[src/sv/bfi_pkg.sv]
// shared types, command codes and status codes of the interpreter core
// no dependencies
package bfi_pkg;

    typedef enum logic [1:0] {
        OP_LOAD  = 2'd0,
        OP_QIN   = 2'd1,
        OP_RUN   = 2'd2,
        OP_CLEAR = 2'd3
    } t_op;

    typedef enum logic [2:0] {
        C_RIGHT = 3'd0,
        C_LEFT  = 3'd1,
        C_INC   = 3'd2,
        C_DEC   = 3'd3,
        C_OUT   = 3'd4,
        C_IN    = 3'd5,
        C_OPEN  = 3'd6,
        C_CLOSE = 3'd7
    } t_cmd;

    localparam logic [2:0] ST_FINISHED  = 3'd0;
    localparam logic [2:0] ST_STEP_LIM  = 3'd1;
    localparam logic [2:0] ST_LOOP_OVF  = 3'd2;
    localparam logic [2:0] ST_UNMATCHED = 3'd3;
    localparam logic [2:0] ST_OUT_CAP   = 3'd4;
    localparam logic [2:0] ST_PROG_FULL = 3'd5;

    localparam logic KIND_BYTE   = 1'b0;
    localparam logic KIND_STATUS = 1'b1;

    localparam int QUEUE_DEPTH = 4;
    localparam int QUEUE_AW    = 2;

    typedef struct packed {
        t_op        op;
        logic       is_cmd;
        t_cmd       code;
        logic [7:0] data;
    } t_q_entry;

    typedef enum logic [2:0] {
        S_IDLE,
        S_CLR,
        S_FETCH,
        S_EXEC,
        S_SKIP,
        S_SKIPX,
        S_DONE
    } t_bstate;

    function automatic t_q_entry classify(input t_op op, input logic [7:0] b);
        t_q_entry e;
        e.op     = op;
        e.data   = b;
        e.is_cmd = 1'b1;
        e.code   = C_RIGHT;
        case (b)
            8'h3E: e.code = C_RIGHT;
            8'h3C: e.code = C_LEFT;
            8'h2B: e.code = C_INC;
            8'h2D: e.code = C_DEC;
            8'h2E: e.code = C_OUT;
            8'h2C: e.code = C_IN;
            8'h5B: e.code = C_OPEN;
            8'h5D: e.code = C_CLOSE;
            default: e.is_cmd = 1'b0;
        endcase
        return e;
    endfunction

endpackage

[src/sv/bfi_front.sv]
// front end: accepts input items and classifies program bytes into command codes
// depends on bfi_pkg
module bfi_front (
    input  logic               i_in_valid,
    output logic               o_in_stall,
    input  logic [1:0]         i_operation,
    input  logic [7:0]         i_data_byte,
    input  logic               i_q_full,
    output logic               o_q_push,
    output bfi_pkg::t_q_entry  o_q_entry
);
    import bfi_pkg::*;

    assign o_in_stall = i_q_full;
    assign o_q_push   = i_in_valid && !i_q_full;
    assign o_q_entry  = classify(t_op'(i_operation), i_data_byte);

endmodule

[config.mk]
export PLATFORM = sky130hd
export DESIGN_NAME = bfi_front
export DESIGN_NICKNAME = d
export VERILOG_FILES = /design/src/sv/bfi_pkg.sv /design/src/sv/bfi_front.sv
export SDC_FILE = /design/constraint.sdc
export NUM_CORES = 1
export LEC_CHECK = 0
export BUFFER_PORTS_ARGS = -buffer_cell sky130_fd_sc_hd__buf_2
export CAP_MARGIN = 20
export CORE_AREA = 2 2 39 41
export DETAILED_ROUTE_END_ITERATION = 12
export DIE_AREA = 0 0 41 43
export PLACE_DENSITY = 0.42
export REMOVE_ABC_BUFFERS = 1
export SYNTH_ARGS = -nofsm -noshare
export SYNTH_HDL_FRONTEND = slang
export SYNTH_SLANG_ARGS = --single-unit
[constraint.sdc]
create_clock -name vclk -period 0.9
set_input_delay 0.09 -clock vclk [all_inputs]
set_output_delay 0.09 -clock vclk [all_outputs]
set_load 0.01 [all_outputs]
==> qor.tcl <==
set qor(timing.setup.critical_path_class) {input pin to output port}
set qor(p_clk_share_pct) 0
set qor(avgSynthCellArea_sq_um) 6.971
set qor(max_clock_freq_ghz) 0.9470
set qor(result_of_the_run) {finished with violations}
set qor(fin_ws_ns) -0.1559
set qor(drt-pass1-iter-count) 1
set qor(ratio_of_cells_with_drive_above_1_in_the_final_layout_pct) 74.42
set qor(die_width_um) 41
set qor(top_level_ports) 28
set qor(start_util_pct) 14.10
set qor(grt_util_met3_pct) 0
set qor(ff_latch_area_sq_um) 0
set qor(dr_total_vias) 224
set qor(worstPathMaxFanout) 4
set qor(irDropWorstVdd_uv) 119.5
set qor(final_hold_viol_count) 0
set qor(syn_inst) 28
set qor(syn-cell-area_sq_um) 195.2
set qor(crit_path_cell_trace) {buf_6, or3b_4, a21boi_4, o21ai_2, buf_2}
set qor(met1_track_demand_over_resource_in_global_routing_pct) 6.013
set qor(total_leakage_power_nw) 0.1697
set qor(area_growth_pct) 59.62
set qor(placed_cell_area_sq_um) 267.8
set qor(finalInstanceArea_sq_um) 311.5
set qor(post-synth-top-area-fraction_pct) 42.31
set qor(worstHoldPathType) {input pin to output port}
set qor(synth_seq_area_share_pct) 0
set qor(path_delay_family) {simple AND/OR/NAND/NOR gates}
set qor(critical-path-max-stage-delay_ns) 0.39
set qor(via_count_of_the_first_global_routing_pass) 190
set qor(dpl_worst_slack_ns) -0.2235
set qor(worstSetupEndpointType) {output port}
set qor(power.switching_fraction_pct) 46.23
set qor(cts_hold_buf) 0
set qor(place_congestion) 0.5523
set qor(final.period_utilization_pct) 117.3
set qor(post-route-min-period_ns) 1.056
set qor(die_y_um) 43
set qor(tightest_slew_ns) 0.1827
set qor(detailedRoute.firstIterationViolations) 0
set qor(place.detailed.hpwl_um) 399.6
set qor(finalWirelength_um) 464
set qor(synth.area.top_cells) {buf_4 (42%), nor2b_1 (9.6%), nand2_1 (5.8%), mux2i_1 (5.1%), nand4b_1 (4.5%)}
set qor(cp_data_arrival_time_ns) 0.97
set qor(power_switching_w) 0.00005844
set qor(stdcell_count) 59
set qor(synth_largest_area_cell) {buf_4}
set qor(numSequentialCells) 0
set qor(crit_buf_inv) 2
set qor(antenna_cells_inserted) 0
set qor(relSlewSlack_pct) 87.82
set qor(grt.busiest_layer) {met2}
set qor(worst_ep_required_time_ns) 0.81
set qor(final_net_count) 57
set qor(placed_cells_incl_taps) 59
set qor(design.core.area_sq_um) 1384
set qor(route.detailed.drc) 0
set qor(critPathLaunchType) {input pin}
set qor(grt_usage_pct) 4.895
set qor(slowest_stage) {or3b_4}
set qor(dieArea_sq_um) 1763
set qor(pin_count_of_the_biggest_net_entering_global_routing) 6
set qor(yosysUniqueCellTypes) 14
set qor(post_drt_wl_per_cell_um) 7.864
set qor(fillerInstances) 159
set qor(power.density_nw_per_um2) 405.8
set qor(grt.overflow.total) 0
set qor(route.detailed.vias_per_inst) 3.797
set qor(final_core_density_pct) 22.51
set qor(timing.max_cap.violations) 0
set qor(met2_usage_grt_pct) 9.375
set qor(final.clkbuf_count) 0
set qor(violations_in_the_final_reports) {negative setup slack}
set qor(final_max_slew_viol_count) 0
set qor(report.final.setup_viol) 3
set qor(number_of_antenna_violations_at_the_first_check_in_global_routing) 0
set qor(p_int_w) 0.00006798
set qor(io_buffers) 24
set qor(grt_setup_unrepaired) {true}
set qor(floorplan.rows) 14
set qor(grt_first_pass_wirelength_um) 662
set qor(p_seq_share_pct) 0
set qor(ys.warnings.count) 0
set qor(power.share.combinational_pct) 100.0
set qor(drt.antenna.violating_nets) 0
==> through the flow <==
stage	total power, W	hold WS [ns]	setup TNS, ns
global placement	0.0001068	0.1801	-0.5642
detailed placement	0.0001072	0.1801	-0.5994
finish	0.0001264	0.1801	-0.4189
CTS	0.0001235	0.1801	-0.4920
floorplan	0.00003000	0.1800	-0.02383
global route	0.0001392	0.1801	-0.5505
==> per-layer routing <==
metal  wire, um  share of wire [%]
met3         58                 13
met1        195                 42
met4          0                  0
met2        210                 45
met5          0                  0
==> power groups by stage <==
stage	clock network (W)	logic [W]	registers, W
finish	0	0.000126	0
floorplan	0	0.0000300	0
detailed placement	0	0.000107	0
global route	0	0.000139	0
CTS	0	0.000124	0
global placement	0	0.000107	0
==> kinds of logic after synthesis <==
kind of cell / count (synthesis) / synth area share, %
AO/OA/AOI/OAI: 3 / 12.82
AND/OR/NAND/NOR: 12 / 35.25
buffers and inverters: 11 / 42.31
XOR/XNOR: 1 / 4.488
multiplexers: 1 / 5.128
==> cell usage in the layout (no fill, tap or decap) <==
cell / count
buf_4: 2
buf_2: 21
xor2_1: 1
mux2i_1: 1
a21boi_4: 1
o32ai_2: 1
nand3_1: 1
nor3_1: 1
nor2b_1: 2
nor2_1: 1
buf_6: 3
nand4b_1: 1
or3b_4: 1
and2b_2: 1
o21ai_2: 1
nand2_1: 3
nor2b_2: 1
==> final cells by class <==
type,instances,area [sq um],area share (%)
timing repair buffer,26,153.9,49.40
multi-input combinational,17,137.6,44.18
tap,16,20.02,6.426
==> worst paths after layout <==
path | start | cells after the start | end
worst max-delay path | i_data_byte[6] | 5 | o_q_entry[11]
worst min-delay path | i_operation[0] | 0 | o_q_entry[12]
==> what timing repair did <==
item                       in CTS  in global routing
setup endpoints to repair       3                  4
buffers inserted                0                  0
pin swaps                       3                  2
gates resized for setup         8                  2
cloned                          0                  0
==> synth_stat cells (all sizes together) <==
cell    instances
o32ai           1
nor2            1
nor3            1
nand2           3
o21ai           1
xor2            1
buf            11
nor2b           3
nand4b          1
and2b           1
or3b            1
a21boi          1
mux2i           1
nand3           1
Note: power is estimated with default switching activity, not from simulation.
