--- config.mk ---
export PLATFORM = sky130hd
export DESIGN_NAME = bfi_queue
export DESIGN_NICKNAME = d
export VERILOG_FILES = /design/src/sv/bfi_pkg.sv /design/src/sv/bfi_queue.sv
export SDC_FILE = /design/constraint.sdc
export NUM_CORES = 1
export LEC_CHECK = 0
export BUFFER_PORTS_ARGS = -buffer_cell sky130_fd_sc_hd__buf_2
export CORE_MARGIN = 8
export CORE_UTILIZATION = 55
export CTS_CLUSTER_SIZE = 10
export DETAILED_ROUTE_END_ITERATION = 6
export PLACE_DENSITY = 0.88
export SLEW_MARGIN = 20
export SYNTH_ARGS = -nofsm -noshare
export SYNTH_HDL_FRONTEND = slang
export SYNTH_SLANG_ARGS = --single-unit
--- constraint.sdc ---
create_clock -name i_clk -period 1.8 [get_ports i_clk]
set_input_delay 0.09 -clock i_clk [delete_from_list [all_inputs] [get_ports i_clk]]
set_output_delay 0.09 -clock i_clk [all_outputs]
set_load 0.01 [all_outputs]
--- src/sv/bfi_pkg.sv ---
// shared types, command codes and status codes of the interpreter core
// no dependencies
package bfi_pkg;

    typedef enum logic [1:0] {
        OP_LOAD  = 2'd0,
        OP_QIN   = 2'd1,
        OP_RUN   = 2'd2,
        OP_CLEAR = 2'd3
    } t_op;

    typedef enum logic [2:0] {
        C_RIGHT = 3'd0,
        C_LEFT  = 3'd1,
        C_INC   = 3'd2,
        C_DEC   = 3'd3,
        C_OUT   = 3'd4,
        C_IN    = 3'd5,
        C_OPEN  = 3'd6,
        C_CLOSE = 3'd7
    } t_cmd;

    localparam logic [2:0] ST_FINISHED  = 3'd0;
    localparam logic [2:0] ST_STEP_LIM  = 3'd1;
    localparam logic [2:0] ST_LOOP_OVF  = 3'd2;
    localparam logic [2:0] ST_UNMATCHED = 3'd3;
    localparam logic [2:0] ST_OUT_CAP   = 3'd4;
    localparam logic [2:0] ST_PROG_FULL = 3'd5;

    localparam logic KIND_BYTE   = 1'b0;
    localparam logic KIND_STATUS = 1'b1;

    localparam int QUEUE_DEPTH = 4;
    localparam int QUEUE_AW    = 2;

    typedef struct packed {
        t_op        op;
        logic       is_cmd;
        t_cmd       code;
        logic [7:0] data;
    } t_q_entry;

    typedef enum logic [2:0] {
        S_IDLE,
        S_CLR,
        S_FETCH,
        S_EXEC,
        S_SKIP,
        S_SKIPX,
        S_DONE
    } t_bstate;

    function automatic t_q_entry classify(input t_op op, input logic [7:0] b);
        t_q_entry e;
        e.op     = op;
        e.data   = b;
        e.is_cmd = 1'b1;
        e.code   = C_RIGHT;
        case (b)
            8'h3E: e.code = C_RIGHT;
            8'h3C: e.code = C_LEFT;
            8'h2B: e.code = C_INC;
            8'h2D: e.code = C_DEC;
            8'h2E: e.code = C_OUT;
            8'h2C: e.code = C_IN;
            8'h5B: e.code = C_OPEN;
            8'h5D: e.code = C_CLOSE;
            default: e.is_cmd = 1'b0;
        endcase
        return e;
    endfunction

endpackage

--- src/sv/bfi_queue.sv ---
// short fifo of classified items between front end and executor
// depends on bfi_pkg
module bfi_queue (
    input  logic               i_clk,
    input  logic               i_rst_n,
    input  logic               i_push,
    input  bfi_pkg::t_q_entry  i_entry,
    output logic               o_full,
    input  logic               i_pop,
    output logic               o_valid,
    output bfi_pkg::t_q_entry  o_entry
);
    import bfi_pkg::*;

    t_q_entry                r_mem [QUEUE_DEPTH];
    logic [QUEUE_AW-1:0]     r_wp, r_rp;
    logic [QUEUE_AW:0]       r_cnt;

    assign o_full  = (r_cnt == (QUEUE_AW+1)'(QUEUE_DEPTH));
    assign o_valid = (r_cnt != '0);
    assign o_entry = r_mem[r_rp];

    always_ff @(posedge i_clk) begin
        if (i_push) begin
            r_mem[r_wp] <= i_entry;
        end
    end

    always_ff @(posedge i_clk) begin
        if (!i_rst_n) begin
            r_wp  <= '0;
            r_rp  <= '0;
            r_cnt <= '0;
        end else begin
            if (i_push) r_wp <= r_wp + 1'b1;
            if (i_pop)  r_rp <= r_rp + 1'b1;
            case ({i_push, i_pop})
                2'b10:   r_cnt <= r_cnt + 1'b1;
                2'b01:   r_cnt <= r_cnt - 1'b1;
                default: r_cnt <= r_cnt;
            endcase
        end
    end

endmodule

==> impl_results.md <==
- Hpwl dp: 2814 µm
- Global-route wire length before repair: 7024 µm
- Fin. max-slew vios: 0
- Synth Instances: 119
- Final Util: 71.75%
- Int Power: 2.840 mW
- Status: complete, no violations
- Synthesized area: 2500 µm²
- Library cells used by synthesis: 20
- CTS Root Cell: clkbuf_8
- Leak Pwr: 1.151 nW
- Worst skew pair latency: 0.33 ns
- Design area: 3124 µm²
- Setup_tns: 0 ns
- Period utilization: 94.64%
- Placement Cell Area: 2739 µm²
- Crit path buf inv count: 2
- Sw power: 755.2 µW
- Hold_ws: 0.04496 ns
- Placed Instances: 207
- RSZ-0062 raised after global routing: false
- Worst Tran Pin Value: 0.7300 ns
- Max-Cap Viols: 0
- WL final: 4334 µm
- Clock slew at reported path FFs: 0.07 ns
- CP Capture Type: output port
- HP Class: input port to flip-flop
- Sequential element share of the synthesized area: 74.47%
- Fraction of layout cells with a size suffix above 1: 35.14%
- Worst setup margin: 0.09656 ns
- Port bufs: 33
- Cts bufs inserted: 9
- Die X-Extent: 83.42 µm
- #FFs+latches synth: 65
- CP Max Fanout: 6
- Num ports: 34
- Synthesis-to-finish area growth: 24.98%
- Total gr overflow: 0
- Comb pwr share: 10.4%
- Clock sinks: 65
- CP top delay family: multiplexers
- Final setup viols: 0
- Vias: 1280
- Maximum level of the CTS H-tree: 3
- Final worst path period need: 1.703 ns
- Switching part of the total power: 21.01%
- Max VDD drop: 0.6613 mV
- Fmax: 587.0 MHz
- WP data arrival: 1.61 ns
- Startpoint Class: flip-flop
- Initial DRC Count: 71
- Vias in the first global route: 1451
- Antenna violations before repair: 0
- Vias per std cell: 5.401
- Pin count of the biggest net entering global routing: 15
- Clock buffer depth: 2
- Critical Path RT: 1.71 ns
- Starting Density: 57.41%
- DP Worst Slack: 0.1399 ns
- # rows: 24
- Slowest cell delay on critical path: 0.51 ns
- Die area: 6959 µm²
- Clock group share of total power: 40.8%
- Antenna Cells: 0
- Seq pwr share: 48.9%
- Net count after synthesis: 143
- Commonest non-fill, non-tap cell in the layout: edfxtp_1
- Final ANT Viol Nets: 0
- Slew margin rel.: 51.34%
- Gr usage total: 13.24%
- Synth top area cells: edfxtp_1, mux4_2, dfxtp_1
- Most frequent cells in the layout: edfxtp_1, buf_2, dlygate4sd3_1
- Cell type of the slowest stage on the worst timing path: mux4_2
- Avg WL per Cell: 18.29 µm
- Clock Skew: 0.005840 ns
- Area share of the largest cell type after synthesis: 67.27%
- Pre-antenna DRT Iters: 5
- Yosys warnings: 0
- Fin cells: 237
- TritonCTS clock tree: done
- Core area: 4354 µm²
- Overall power: 3.595 mW
- Pwr/cell area: 1151 nW/µm²
- Fillcell total: 268
- Fin. Hold Viols: 0
- Die Ht: 83.42 µm
- DRC violations left: 0
- Setup Crit Path Kind: flip-flop to output port
- GP Congestion: 0.6470
- Worst path cell trace: buf_4 > mux4_2 > buf_2
- Largest area contributor in the netlist: edfxtp_1
- Nets: 204
- Avg Inst Size Synth: 21.01 µm²
==> power by group through the flow <==
stage               Sequential [mW]  Combinational, mW  Clock, mW
floorplan                      1.77              0.230          0
global placement               1.78              0.337          0
detailed placement             1.79              0.356          0
CTS                            1.76              0.383       1.50
global route                   1.76              0.413       1.56
finish                         1.76              0.373       1.47
==> layout make-up <==
| cell class | count | area [µm²] | area share [%] |
|---|---|---|---|
| Sequential cell | 65 | 1863 | 59.63 |
| Multi-Input combinational cell | 45 | 579.3 | 18.54 |
| Tap cell | 52 | 65.06 | 2.082 |
| Timing Repair Buffer | 53 | 350.3 | 11.21 |
| Clock inverter | 6 | 116.4 | 3.724 |
| Clock buffer | 10 | 127.6 | 4.085 |
| Inverter | 6 | 22.52 | 0.7209 |
==> flip-flops by register name (all words and copies together) (netlist names), named ones only <==
register and count:
r_mem 56, r_wp 2, r_cnt 3, r_rp 2
==> logic make-up (layout without fill, tap and decap cells) <==
| group | Yosys count | count (layout) | share of synthesized area [%] |
|---|---|---|---|
| multiplexers | 15 | 15 | 13.61 |
| buffers and inverters | 9 | 75 | 2.352 |
| flip-flops | 65 | 65 | 74.47 |
| AND/OR/NAND/NOR | 16 | 16 | 3.804 |
| adder cells (fa/ha/maj) | 6 | 6 | 3.303 |
| AO/OA/AOI/OAI | 3 | 3 | 0.7008 |
| XOR/XNOR | 5 | 5 | 1.752 |
==> what timing repair did <==
action,4_1_cts,5_1_grt
hold buffers,14,0
gates resized for setup,1,0
buffers inserted,0,0
endpoints found under the setup margin,9,0
hold endpoints to repair,56,0
==> per-layer routing <==
metal	vias to the layer above	wire length, µm	global-route usage [%]
li1	589	-	-
met1	635	1706	13.71
met2	45	2284	22.21
met3	11	253	5.664
met4	0	89	7.064
met5	-	0	0
==> cell usage after synthesis (all sizes together) <==
library cell and number:
buf 3, inv 6, nor2b 1, o21ai 2, and2 10, and3 1
mux2i 1, xor2 3, xnor2 2, or3 2, mux4 14, a21boi 1
fa 1, edfxtp 56, dfxtp 9, nand2 2, ha 5
==> worst paths after layout <==
path              slack, ns                  start  cells past startpoint                     to
hold / removal         0.04                i_rst_n                      2  r_cnt[0]$_SDFFE_PN0P_
hold reg to reg        0.53  r_cnt[2]$_SDFFE_PN0P_                      2  r_cnt[2]$_SDFFE_PN0P_
setup / recovery        0.1              flip-flop                      3            o_entry[10]
setup reg to reg       0.17  r_cnt[1]$_SDFFE_PN0P_                      5  r_cnt[2]$_SDFFE_PN0P_
No activity file was read; power rests on OpenSTA's default activity.
